==> src/hw/rtl/assert_macros.svh <==
// Assertion macros shared by the RTL of the hash unit.
`ifndef ASSERT_MACROS_SVH
`define ASSERT_MACROS_SVH

// Same-cycle implication, disabled while reset is held low.
`define ASSERT_IMPL(lbl, clk, rstn, ante, cons, msg) \
    lbl: assert property (@(posedge clk) disable iff (!(rstn)) (ante) |-> (cons)) \
        else $error(msg);

// Next-cycle implication, disabled while reset is held low.
`define ASSERT_NEXT(lbl, clk, rstn, ante, cons, msg) \
    lbl: assert property (@(posedge clk) disable iff (!(rstn)) (ante) |=> (cons)) \
        else $error(msg);

`endif

==> src/hw/rtl/s256_pkg.sv <==
`timescale 1ns / 1ps
// ----------------------------------------------------------------------------
// s256_pkg
// Types, constants and round functions of the SHA-256 message hash unit.
// ----------------------------------------------------------------------------
package s256_pkg;

    localparam int unsigned OUT_TDATA_W = 40;
    localparam logic [7:0]  MARKER_BYTE = 8'h80;
    localparam logic [5:0]  LAST_ONE_BLOCK_POS = 6'd55;
    localparam logic [3:0]  LEN_HI_WORD = 4'd14;
    localparam logic [3:0]  LEN_LO_WORD = 4'd15;
    localparam logic [5:0]  LAST_ROUND = 6'd63;
    localparam logic [5:0]  FIRST_SCHED_ROUND = 6'd16;

    typedef enum logic [2:0] {
        ST_IDLE,
        ST_PAD,
        ST_INIT,
        ST_RB,
        ST_RA,
        ST_SUM,
        ST_OUT
    } s256_state_t;

    typedef logic [7:0][31:0] s256_digest_t;

    localparam logic [31:0] H_INIT [8] = '{
        32'h6a09e667, 32'hbb67ae85, 32'h3c6ef372, 32'ha54ff53a,
        32'h510e527f, 32'h9b05688c, 32'h1f83d9ab, 32'h5be0cd19
    };

    localparam logic [31:0] K_TABLE [64] = '{
        32'h428a2f98, 32'h71374491, 32'hb5c0fbcf, 32'he9b5dba5,
        32'h3956c25b, 32'h59f111f1, 32'h923f82a4, 32'hab1c5ed5,
        32'hd807aa98, 32'h12835b01, 32'h243185be, 32'h550c7dc3,
        32'h72be5d74, 32'h80deb1fe, 32'h9bdc06a7, 32'hc19bf174,
        32'he49b69c1, 32'hefbe4786, 32'h0fc19dc6, 32'h240ca1cc,
        32'h2de92c6f, 32'h4a7484aa, 32'h5cb0a9dc, 32'h76f988da,
        32'h983e5152, 32'ha831c66d, 32'hb00327c8, 32'hbf597fc7,
        32'hc6e00bf3, 32'hd5a79147, 32'h06ca6351, 32'h14292967,
        32'h27b70a85, 32'h2e1b2138, 32'h4d2c6dfc, 32'h53380d13,
        32'h650a7354, 32'h766a0abb, 32'h81c2c92e, 32'h92722c85,
        32'ha2bfe8a1, 32'ha81a664b, 32'hc24b8b70, 32'hc76c51a3,
        32'hd192e819, 32'hd6990624, 32'hf40e3585, 32'h106aa070,
        32'h19a4c116, 32'h1e376c08, 32'h2748774c, 32'h34b0bcb5,
        32'h391c0cb3, 32'h4ed8aa4a, 32'h5b9cca4f, 32'h682e6ff3,
        32'h748f82ee, 32'h78a5636f, 32'h84c87814, 32'h8cc70208,
        32'h90befffa, 32'ha4506ceb, 32'hbef9a3f7, 32'hc67178f2
    };

    function automatic logic [31:0] rotr(input logic [31:0] x, input int unsigned n);
        rotr = (x >> n) | (x << (32 - n));
    endfunction

    function automatic logic [31:0] big_s0(input logic [31:0] x);
        big_s0 = rotr(x, 2) ^ rotr(x, 13) ^ rotr(x, 22);
    endfunction

    function automatic logic [31:0] big_s1(input logic [31:0] x);
        big_s1 = rotr(x, 6) ^ rotr(x, 11) ^ rotr(x, 25);
    endfunction

    function automatic logic [31:0] small_s0(input logic [31:0] x);
        small_s0 = rotr(x, 7) ^ rotr(x, 18) ^ (x >> 3);
    endfunction

    function automatic logic [31:0] small_s1(input logic [31:0] x);
        small_s1 = rotr(x, 17) ^ rotr(x, 19) ^ (x >> 10);
    endfunction

    function automatic logic [31:0] choose(input logic [31:0] e, input logic [31:0] f,
                                           input logic [31:0] g);
        choose = (e & f) ^ (~e & g);
    endfunction

    function automatic logic [31:0] majority(input logic [31:0] a, input logic [31:0] b,
                                             input logic [31:0] c);
        majority = (a & b) ^ (a & c) ^ (b & c);
    endfunction

endpackage

==> src/hw/rtl/sha256_message_hash_unit.sv <==
`timescale 1ns / 1ps
`include "assert_macros.svh"
// ----------------------------------------------------------------------------
// sha256_message_hash_unit
// SHA-256 digest of a byte stream, eight digest words per message.
// ----------------------------------------------------------------------------
// A message byte is taken whenever the unit is idle. The 64th byte of a
// block starts a compression (one load step in ST_INIT, 64 rounds of a read
// step in ST_RB and an update step in ST_RA, and the chaining add in ST_SUM),
// during which no request is taken; each round is split into the two steps
// by the two-read-port schedule memory, which holds the block words and the
// rolling message schedule. Ending a message writes one padding word for each
// word from the 0x80 marker to the end of the block (at most 16) and runs a
// compression; when the marker falls past byte 55, a further 16 padding words
// and a second compression follow. ST_OUT then hands the digest over once the
// output buffer is free. The digest is sent from a separate buffer, so the
// next message may start while it drains.
// ----------------------------------------------------------------------------
module sha256_message_hash_unit
    import s256_pkg::*;
(
    input  logic                   aclk,
    input  logic                   aresetn,
    input  logic                   s_tvalid,
    output logic                   s_tready,
    input  logic [7:0]             s_tdata,   // [7:0] data_byte
    input  logic                   s_tuser,   // no_byte
    input  logic                   s_tlast,   // end_of_message
    output logic                   m_tvalid,
    input  logic                   m_tready,
    output logic [OUT_TDATA_W-1:0] m_tdata,   // [31:0] digest_word, [34:32] word_index
    output logic                   m_tlast    // last_word
);

    s256_state_t state_reg, state_next;

    logic [31:0] sched_mem [16];
    logic [31:0] rd0_reg, rd1_reg;
    logic [3:0]  raddr0, raddr1, waddr;
    logic [31:0] wdata;
    logic        we;

    logic [31:0] chain_reg [8];
    logic [31:0] var_reg [8];
    logic [63:0] len_reg;
    logic [5:0]  pos_reg, pos_next;
    logic [5:0]  round_reg;
    logic [31:0] acc_reg;
    logic [3:0]  wi_reg;
    logic        eom_reg, final_reg, mark_reg;
    logic [31:0] t1p_reg, t2_reg, sig_reg;

    logic        accept, has_byte;
    logic [4:0]  sh;
    logic [31:0] acc_next, marker_word, pad_word;
    logic [31:0] w, t1;
    logic [5:0]  round_a;
    logic        ob_load, ob_busy;
    s256_digest_t digest;

    assign accept   = s_tvalid && s_tready;
    assign has_byte = !s_tuser;
    assign sh       = {~pos_reg[1:0], 3'b000};
    assign pos_next = has_byte ? pos_reg + 6'd1 : pos_reg;
    assign acc_next = (pos_reg[1:0] == 2'd0) ? ({24'd0, s_tdata} << sh)
                                             : (acc_reg | ({24'd0, s_tdata} << sh));
    assign marker_word = (pos_reg[1:0] == 2'd0) ? {MARKER_BYTE, 24'd0}
                                                : (acc_reg | ({24'd0, MARKER_BYTE} << sh));

    always_comb begin
        if (mark_reg) begin
            pad_word = marker_word;
        end else if (final_reg && wi_reg == LEN_HI_WORD) begin
            pad_word = len_reg[63:32];
        end else if (final_reg && wi_reg == LEN_LO_WORD) begin
            pad_word = len_reg[31:0];
        end else begin
            pad_word = 32'd0;
        end
    end

    // Message word for the round completing now; rounds past 15 extend the schedule.
    assign w  = (round_reg < FIRST_SCHED_ROUND) ? rd0_reg : (sig_reg + rd0_reg + rd1_reg);
    assign t1 = t1p_reg + w;
    assign round_a = (state_reg == ST_INIT) ? 6'd0 : round_reg + 6'd1;

    // Next state.
    always_comb begin
        state_next = state_reg;
        case (state_reg)
            ST_IDLE: begin
                if (accept) begin
                    if (has_byte && pos_reg == 6'd63) begin
                        state_next = ST_INIT;
                    end else if (s_tlast) begin
                        state_next = ST_PAD;
                    end
                end
            end
            ST_PAD:  state_next = (wi_reg == 4'd15) ? ST_INIT : ST_PAD;
            ST_INIT: state_next = ST_RB;
            ST_RB:   state_next = ST_RA;
            ST_RA:   state_next = (round_reg == LAST_ROUND) ? ST_SUM : ST_RB;
            ST_SUM: begin
                if (final_reg) begin
                    state_next = ST_OUT;
                end else if (eom_reg) begin
                    state_next = ST_PAD;
                end else begin
                    state_next = ST_IDLE;
                end
            end
            ST_OUT:  state_next = ob_busy ? ST_OUT : ST_IDLE;
            default: state_next = ST_IDLE;
        endcase
    end

    // Outputs and memory controls.
    always_comb begin
        s_tready = 1'b0;
        ob_load  = 1'b0;
        we       = 1'b0;
        waddr    = pos_reg[5:2];
        wdata    = acc_next;
        raddr0   = round_a[3:0] + 4'd1;
        raddr1   = round_a[3:0] - 4'd2;
        case (state_reg)
            ST_IDLE: begin
                s_tready = 1'b1;
                we       = accept && has_byte && (pos_reg[1:0] == 2'd3);
            end
            ST_PAD: begin
                we    = 1'b1;
                waddr = wi_reg;
                wdata = pad_word;
            end
            ST_RB: begin
                raddr0 = round_reg[3:0];
                raddr1 = round_reg[3:0] - 4'd7;
            end
            ST_RA: begin
                we    = (round_reg >= FIRST_SCHED_ROUND);
                waddr = round_reg[3:0];
                wdata = w;
            end
            ST_OUT:  ob_load = !ob_busy;
            default: ;
        endcase
    end

    always_ff @(posedge aclk) begin
        if (we) begin
            sched_mem[waddr] <= wdata;
        end
        rd0_reg <= sched_mem[raddr0];
        rd1_reg <= sched_mem[raddr1];
    end

    always_ff @(posedge aclk) begin
        if (!aresetn) begin
            state_reg <= ST_IDLE;
            for (int i = 0; i < 8; i++) begin
                chain_reg[i] <= H_INIT[i];
                var_reg[i]   <= 32'd0;
            end
            len_reg   <= 64'd0;
            pos_reg   <= 6'd0;
            round_reg <= 6'd0;
            acc_reg   <= 32'd0;
            wi_reg    <= 4'd0;
            eom_reg   <= 1'b0;
            final_reg <= 1'b0;
            mark_reg  <= 1'b0;
        end else begin
            state_reg <= state_next;
            case (state_reg)
                ST_IDLE: begin
                    if (accept) begin
                        if (has_byte) begin
                            pos_reg <= pos_next;
                            len_reg <= len_reg + 64'd8;
                            acc_reg <= acc_next;
                        end
                        if (s_tlast) begin
                            eom_reg   <= 1'b1;
                            mark_reg  <= 1'b1;
                            final_reg <= (pos_next <= LAST_ONE_BLOCK_POS)
                                         && !(has_byte && pos_reg == 6'd63);
                            wi_reg    <= pos_next[5:2];
                        end
                    end
                end
                ST_PAD: begin
                    mark_reg <= 1'b0;
                    wi_reg   <= wi_reg + 4'd1;
                end
                ST_INIT: begin
                    round_reg <= 6'd0;
                    for (int i = 0; i < 8; i++) begin
                        var_reg[i] <= chain_reg[i];
                    end
                end
                ST_RA: begin
                    round_reg  <= round_reg + 6'd1;
                    var_reg[7] <= var_reg[6];
                    var_reg[6] <= var_reg[5];
                    var_reg[5] <= var_reg[4];
                    var_reg[4] <= var_reg[3] + t1;
                    var_reg[3] <= var_reg[2];
                    var_reg[2] <= var_reg[1];
                    var_reg[1] <= var_reg[0];
                    var_reg[0] <= t1 + t2_reg;
                end
                ST_SUM: begin
                    for (int i = 0; i < 8; i++) begin
                        chain_reg[i] <= chain_reg[i] + var_reg[i];
                    end
                    // A message whose padding spills into a second block ends there.
                    if (eom_reg && !final_reg) begin
                        final_reg <= 1'b1;
                        wi_reg    <= 4'd0;
                    end
                end
                ST_OUT: begin
                    if (!ob_busy) begin
                        for (int i = 0; i < 8; i++) begin
                            chain_reg[i] <= H_INIT[i];
                        end
                        len_reg   <= 64'd0;
                        pos_reg   <= 6'd0;
                        eom_reg   <= 1'b0;
                        final_reg <= 1'b0;
                        mark_reg  <= 1'b0;
                    end
                end
                default: ;
            endcase
        end
    end

    // Round terms and the schedule sum are registered in ST_RB for the update in ST_RA.
    always_ff @(posedge aclk) begin
        if (state_reg == ST_RB) begin
            t1p_reg <= var_reg[7] + big_s1(var_reg[4])
                       + choose(var_reg[4], var_reg[5], var_reg[6]) + K_TABLE[round_reg];
            t2_reg  <= big_s0(var_reg[0]) + majority(var_reg[0], var_reg[1], var_reg[2]);
            sig_reg <= small_s0(rd0_reg) + small_s1(rd1_reg);
        end
    end

    always_comb begin
        for (int i = 0; i < 8; i++) begin
            digest[i] = chain_reg[i];
        end
    end

    s256_out_buf u_out_buf (
        .aclk     (aclk),
        .aresetn  (aresetn),
        .load     (ob_load),
        .digest   (digest),
        .busy     (ob_busy),
        .m_tvalid (m_tvalid),
        .m_tready (m_tready),
        .m_tdata  (m_tdata),
        .m_tlast  (m_tlast)
    );

    `ASSERT_IMPL(a_sum_after_last, aclk, aresetn, state_reg == ST_SUM, $past(round_reg) == LAST_ROUND, "chaining add before round 63")
    `ASSERT_IMPL(a_no_req_closing, aclk, aresetn, accept, !eom_reg, "request taken while a message is closing")
    `ASSERT_IMPL(a_sched_write, aclk, aresetn, (state_reg == ST_RA) && we, round_reg >= FIRST_SCHED_ROUND, "schedule written in an early round")

endmodule

==> src/hw/rtl/s256_out_buf.sv <==
`timescale 1ns / 1ps
`include "assert_macros.svh"
// ----------------------------------------------------------------------------
// s256_out_buf
// Holds one finished digest and sends its eight words on the result stream.
// ----------------------------------------------------------------------------
module s256_out_buf
    import s256_pkg::*;
(
    input  logic                   aclk,
    input  logic                   aresetn,
    input  logic                   load,
    input  s256_digest_t           digest,
    output logic                   busy,
    output logic                   m_tvalid,
    input  logic                   m_tready,
    output logic [OUT_TDATA_W-1:0] m_tdata,   // [31:0] digest_word, [34:32] word_index
    output logic                   m_tlast    // last_word
);

    logic [31:0] words_reg [8];
    logic        valid_reg, valid_next;
    logic [2:0]  idx_reg, idx_next;

    always_comb begin
        valid_next = valid_reg;
        idx_next   = idx_reg;
        if (load) begin
            valid_next = 1'b1;
            idx_next   = 3'd0;
        end else if (valid_reg && m_tready) begin
            idx_next = idx_reg + 3'd1;
            if (idx_reg == 3'd7) begin
                valid_next = 1'b0;
            end
        end
    end

    always_ff @(posedge aclk) begin
        if (!aresetn) begin
            valid_reg <= 1'b0;
            idx_reg   <= 3'd0;
        end else begin
            valid_reg <= valid_next;
            idx_reg   <= idx_next;
        end
    end

    always_ff @(posedge aclk) begin
        if (load) begin
            for (int i = 0; i < 8; i++) begin
                words_reg[i] <= digest[i];
            end
        end
    end

    assign busy     = valid_reg;
    assign m_tvalid = valid_reg;
    assign m_tlast  = (idx_reg == 3'd7);
    assign m_tdata  = {5'd0, idx_reg, words_reg[idx_reg]};

    `ASSERT_IMPL(a_load_empty, aclk, aresetn, load, !valid_reg, "digest loaded over a pending one")
    `ASSERT_NEXT(a_load_start, aclk, aresetn, load, valid_reg && (idx_reg == 3'd0), "load did not start at word 0")
    `ASSERT_IMPL(a_fell_last, aclk, aresetn, $fell(valid_reg), $past(m_tlast && m_tready), "digest stream ended early")

endmodule
==> config.mk <==
export PLATFORM = sky130hd
export DESIGN_NAME = sha256_message_hash_unit
export DESIGN_NICKNAME = d
export VERILOG_FILES = /design/src/hw/rtl/s256_pkg.sv /design/src/hw/rtl/sha256_message_hash_unit.sv /design/src/hw/rtl/s256_out_buf.sv
export VERILOG_INCLUDE_DIRS = /design/src /design/src/hw/rtl
export SDC_FILE = /design/constraint.sdc
export NUM_CORES = 2
export LEC_CHECK = 0
export BUFFER_PORTS_ARGS = -buffer_cell sky130_fd_sc_hd__buf_2
export CAP_MARGIN = 40
export CORE_ASPECT_RATIO = 0.8
export CORE_MARGIN = 10
export CORE_UTILIZATION = 55
export CTS_BUF_LIST = sky130_fd_sc_hd__clkbuf_8
export CTS_CLUSTER_SIZE = 25
export DETAILED_ROUTE_END_ITERATION = 6
export GPL_TIMING_DRIVEN = 0
export PLACE_DENSITY = 0.71
export SYNTH_ARGS = -nofsm -noshare
export SYNTH_HDL_FRONTEND = slang
export SYNTH_HIERARCHICAL = 1
export SYNTH_SLANG_ARGS = --single-unit
==> constraint.sdc <==
create_clock -name aclk -period 15.6 [get_ports aclk]
set_clock_uncertainty 0.2 [all_clocks]
set_input_delay 0.78 -clock aclk [delete_from_list [all_inputs] [get_ports aclk]]
set_output_delay 0.78 -clock aclk [all_outputs]
set_load 0.01 [all_outputs]
Word level (Yosys, flattened, before mapping)

Memories as Yosys holds them, arrays and structs flattened. A register that Yosys moved wholly into a read port is not among the register bits.
Cells that the tools add are included.
W data, S select, Z words.

Memories: 5
Input port bits: 14
Flip-flop bits (word level): 218
Memory bits (read-only): 2048
RAM bits: 1280

Memory list:

| memory              | depth | bits a word | read ports | clocked after memory_dff | write ports | RTL line                        | RTL |
|---|---|---|---|---|---|---|---|
| (name not given)    | 64    | 32          | 1          | 0                        | 0           | sha256_message_hash_unit.sv:245 | `+ choose(var_reg[4], var_reg[5], var_reg[6]) + K_TABLE[round_reg];` |
| sched_mem           | 16    | 32          | 2          | 2                        | 1           | sha256_message_hash_unit.sv:37  | `logic [31:0] sched_mem [16];` |
| chain_reg           | 8     | 32          | 8          | 0                        | 8           | sha256_message_hash_unit.sv:43  | `logic [31:0] chain_reg [8];` |
| u_out_buf.words_reg | 8     | 32          | 1          | 1                        | 8           | s256_out_buf.sv:21              | `logic [31:0] words_reg [8];` |
| var_reg             | 8     | 32          | 8          | 0                        | 8           | sha256_message_hash_unit.sv:44  | `logic [31:0] var_reg [8];` |

Muxes and demuxes: 103
$lt $le $gt $ge: 4
Equal/unequal tests: 18
Shifts and indexed selects: 2
Add/sub/neg operators: 26
Reduce and logical (&&, ||, !) cells: 31
Bitwise gates (word level): 65

Operators by type and width:

| kind                    | count |
|---|---|
| $mux W32                | 40 |
| $add A32 B32 Y32        | 18 |
| $xor A32 B32 Y32        | 9 |
| $mux W64                | 3 |
| $and A32 B32 Y32        | 5 |
| $pmux W64 S2            | 1 |
| $add A64 B4 Y64 const B | 1 |
| $or A32 B32 Y32         | 2 |
| $pmux W32 S2            | 1 |
| $not A32 Y32            | 1 |
| $or A1 B1 Y1            | 32 |
| $or A10 B32 Y32         | 1 |
| $or A13 B32 Y32         | 1 |
| $or A14 B32 Y32         | 1 |
| $or A15 B32 Y32         | 1 |
| $or A19 B32 Y32         | 1 |
| $or A21 B32 Y32         | 1 |
| $or A25 B32 Y32         | 1 |
| $or A26 B32 Y32         | 1 |
| $or A30 B32 Y32         | 1 |
| $or A7 B32 Y32          | 1 |
| $shl A8 B5 Y32          | 1 |
| $shl A8 B5 Y32 const A  | 1 |
| $xor A32 B22 Y32        | 1 |
| other kinds (43)        | 123 |

Longest topological paths before layout

Depth in word-level cells: 8
Depth in mapped cells: 35
Gate-level depth less buffers: 35

Modules after synthesis

The synthesis kept the hierarchy.

By module, submodules not included:

| module                   | cells an instance | area an instance (um^2) | times used |
|---|---|---|---|
| sha256_message_hash_unit | 8803              | 84006.8                 | 1 |
| s256_out_buf             | 399               | 10069.7                 | 1 |

Worst setup path before layout

OpenSTA, ideal clock, no wires.

Path kind: register to register
Start point: reg state_reg[2]
End point: mem chain_reg[4][12] (netlist: chain_reg[1][12])
Path slack: 8.485 ns
Period minus slack after synthesis: 7.115 ns
Data arrival time: 6.835 ns
Library setup time: 0.079 ns
Stages on the path, launching flop included: 9
Cell sequence: dfxtp_1 > clkbuf_1 > nor2b_1 > nand2_1 > inv_1 > nor2_1 > clkbuf_1 > buf_1 > o211ai_1

RTL lines:

| item                   | RTL line                        | RTL |
|---|---|---|
| from (decl)            | sha256_message_hash_unit.sv:35  | `s256_state_t state_reg, state_next;` |
| from (signal assigned) | sha256_message_hash_unit.sv:175 | `state_reg <= state_next;` |
| to (decl)              | sha256_message_hash_unit.sv:43  |  |

Final worst setup path

Start point: reg round_reg[1]
End point: reg t1p_reg[31] (data pin)

Cells in the longest elaborated chain, start to end: 5

RTL lines:

| item                                         | RTL line                        | RTL |
|---|---|---|
| from (decl)                                  | sha256_message_hash_unit.sv:47  | `logic [5:0] round_reg;` |
| from (signal assigned)                       | sha256_message_hash_unit.sv:204 | `round_reg <= round_reg + 6'd1;` |
| $not A6 Y7 (not written as such)             | sha256_message_hash_unit.sv:245 |  |
| $mem_v2 Z64 W32                              | -                               |  |
| $mux W32 (not written as such) (2 in series) | sha256_message_hash_unit.sv:245 |  |
| $add A32 B32 Y32                             | sha256_message_hash_unit.sv:245 |  |
| to (signal assigned)                         | sha256_message_hash_unit.sv:244 | `t1p_reg <= var_reg[7] + big_s1(var_reg[4])` |
| to (decl)                                    | sha256_message_hash_unit.sv:51  | `logic [31:0] t1p_reg, t2_reg, sig_reg;` |

Every way passes these cells. The select of a mux whose other input is x is not followed.
A chain may end at the register's enable or synchronous reset.

==> out/results.ini <==
[power]
ir_drop_mv = 0.1342
p_per_area_nw_per_um2 = 87.63
p_leak_nw = 39.29

[clocking]
cts_resized = 0
clkTransAtPathRegs_ns = 0.07
numCtsBuffers = 278
cts_max_path_buffers = 4
cts_tree = built
htreeDepth = 5
clock_sinks = 1562
worstSkewPairLatency_ns = 1.07
cts_root_buf = clkbuf_8

[final_layout]
largest_reg_flops = 512
area_delta_synth_final_pct = 11.55
finalCoreUtilization_pct = 61.88
nets = 10360
nFillCells = 14050
stdcell_count = 12200
layout.cells.most_common = nand2_1
drive_above_1_share_pct = 7.990
layout_common_cells = nand2_1, edfxtp_1, a21oi_1
postLayoutCellArea_sq_um = 104900
largest-register = sched_mem

[sta]
fin_ws_ns = 5.894
fin_crit_ns = 9.706
rsz0062_at_grt = false
period_share_pct = 62.22
worstMarginPinSlew_ns = 1.145
tns_ns = 0
slew_violations = 0
slew_headroom_pct = 23.64
finalSetupViolations = 0
finalHoldViolations = 0
fmax_mhz = 103.0

[global_route]
grt_overflow = 0
antenna_found_initial = 46
grt_usage_pct = 42.51
grt_pass1_vias = 77580
grt_max_degree = 121
grt_pass1_wl_um = 574600

[yosys]
synth-edff-count = 1184
synth_ff_type = edfxtp_1
ys_types = 103
yosysSeqAreaShare_pct = 45.84
synth-seq-cells = 1562
avgSynthCellArea_sq_um = 10.22
synth_cells = 9202
synthArstFlopShare_pct = 0
syn-cell-area_sq_um = 94080
yosysWarningCount = 6

[worst_setup_path]
startpoint_type = flip-flop
max_stage_delay_ns = 0.77
required_ns = 16.13
r2r-start = round_reg[1]
crit_top_cell = a21oi_1
crit_path_end_kind = flip-flop
cp.arrival_ns = 10.24
slowest_stage = clkinv_1
worstSetupPathType = flip-flop to flip-flop
path_max_fanout = 14
cp-startpoint = round_reg[1]

[die]
initial_utilization_pct = 55.47
fp.dieArea_sq_um = 188100
core_sq_um = 169600
io_pins = 57
die_w_um = 482.4
fp.dieH_um = 389.9
rows = 135

[placement]
place.gp.congestion = 1.109
placed_area_sq_um = 99290
dp_hpwl_um = 316400
dpl_worst_slack_ns = 6.041
dpl.cell_count = 11680
port_buffers = 48

[route]
drcViolationCount = 4
drt.antenna.violating_nets = 0
first_iter_violations = 15160
drtPass1Iterations = 7
drt-wirelength-per-cell_um = 34.17
vias = 85370
routed_wirelength_um = 416700
viasPerCell = 6.999

[outcome]
outcome = complete, but fails checks
violations = DRC

[min_path]
hp-class = input pin to flip-flop
hold_start = s_tvalid

[flow_run]
drv_cap = 0

cell families after synthesis:
| kind of cell | count (synthesis) | share of synthesized area (%) |
|---|---|---|
| other cells | 1 | 0.003986 |
| fa+ha+maj | 656 | 9.512 |
| mux | 152 | 2.813 |
| simple gates | 2617 | 12.55 |
| xor+xnor | 693 | 6.466 |
| buf+inv | 764 | 3.141 |
| flops | 1562 | 45.84 |
| compound gates | 2757 | 19.68 |
stage by stage:
step | hold WS [ns] | total power [W]
after floorplan | 0.2389 | 0.005077
after global placement | 0.2582 | 0.005322
after detailed placement | 0.2731 | 0.005343
after CTS | 0.006776 | 0.009118
after global routing | 0.07273 | 0.009384
final | 0.05556 | 0.009196
critical path, delay by kind of cell, from the launching register on:
| kind | cells | cell delay (ns) |
|---|---|---|
| compound gates | 13 | 3.53 |
| xor+xnor | 1 | 0.15 |
| fa+ha+maj | 5 | 2.25 |
| flops | 1 | 0.61 |
| buf+inv | 6 | 2.12 |
| simple gates | 5 | 0.58 |
layer usage:
metal / GRT usage, % / share of wire (%) / vias to the layer above
met3: 22.69 / 20 / 1223
met1: 60.40 / 39 / 41150
met5: 0.9286 / 0.096 / -
li1: - / - / 35260
met2: 52.67 / 36 / 7706
met4: 17.45 / 5.0 / 32
synthesized netlist by cell type (38+ instances only):
cell type     n  area share (%)
and2_1      274             1.8
ha_1        516             6.9
mux2_2       59            0.71
nand3_1     116            0.62
xnor2_1     482             4.5
buf_1        52            0.21
mux4_1       40             1.1
nand2_1    1214             4.8
xor2_1      210             2.0
a22oi_1      49            0.39
and3_1       38            0.25
o21ai_0     381             2.0
o21a_1       77            0.61
a211oi_1    380             3.0
nor2_1      551             2.2
or3_1        47            0.31
nand2b_1     75            0.50
a21oi_1     706             3.8
edfxtp_1   1184              38
inv_1       198            0.79
dfxtp_1     378             8.0
o211ai_1     67            0.53
o21bai_1     63            0.50
a21o_1      203             1.6
clkbuf_1    486             1.9
nor2b_1      99            0.66
a311oi_1    202             1.9
fa_1        109             2.3
a22o_1      142             1.3
a31oi_1     186             1.2
nor3_1       96            0.51
repair_timing:
| item | 4_1_cts | 5_1_grt |
|---|---|---|
| endpoints found under the hold margin | 23 | 0 |
| hold buffers | 10 | 0 |
| buffers inserted | 0 | 0 |
worst paths after layout:
| kind | endpoint | slack (ns) | cells after the start |
|---|---|---|---|
| worst min-delay path | state_reg[0] | 0.06 | 5 |
| worst max register to register | t1p_reg[31] | 5.89 | 30 |
| worst max-delay path | t1p_reg[31] | 5.89 | 30 |
| worst min register to register | u_out_buf/words_reg[0][17] | 0.25 | 0 |
final cells by class:
cell class	instances	area, sq um	share of cell area (%)
multi-input combinational	6880	48190	45.92
inverter	203	775.7	0.7392
sequential	1562	43120	41.09
timing repair buffer	239	2484	2.367
clock inverter	160	1056	1.006
clock buffer	307	4225	4.026
antenna	24	60.06	0.05723
tap	2260	2828	2.695
buffer	561	2200	2.096
report_power, final:
| part | internal, W | switching [W] | total, W |
|---|---|---|---|
| Combinational | 0.000262 | 0.000504 | 0.000766 |
| Sequential | 0.00450 | 0.0000387 | 0.00454 |
| Clock | 0.00205 | 0.00184 | 0.00389 |
| Total | 0.00681 | 0.00239 | 0.00920 |
Note: power is estimated with default switching activity, not from simulation.
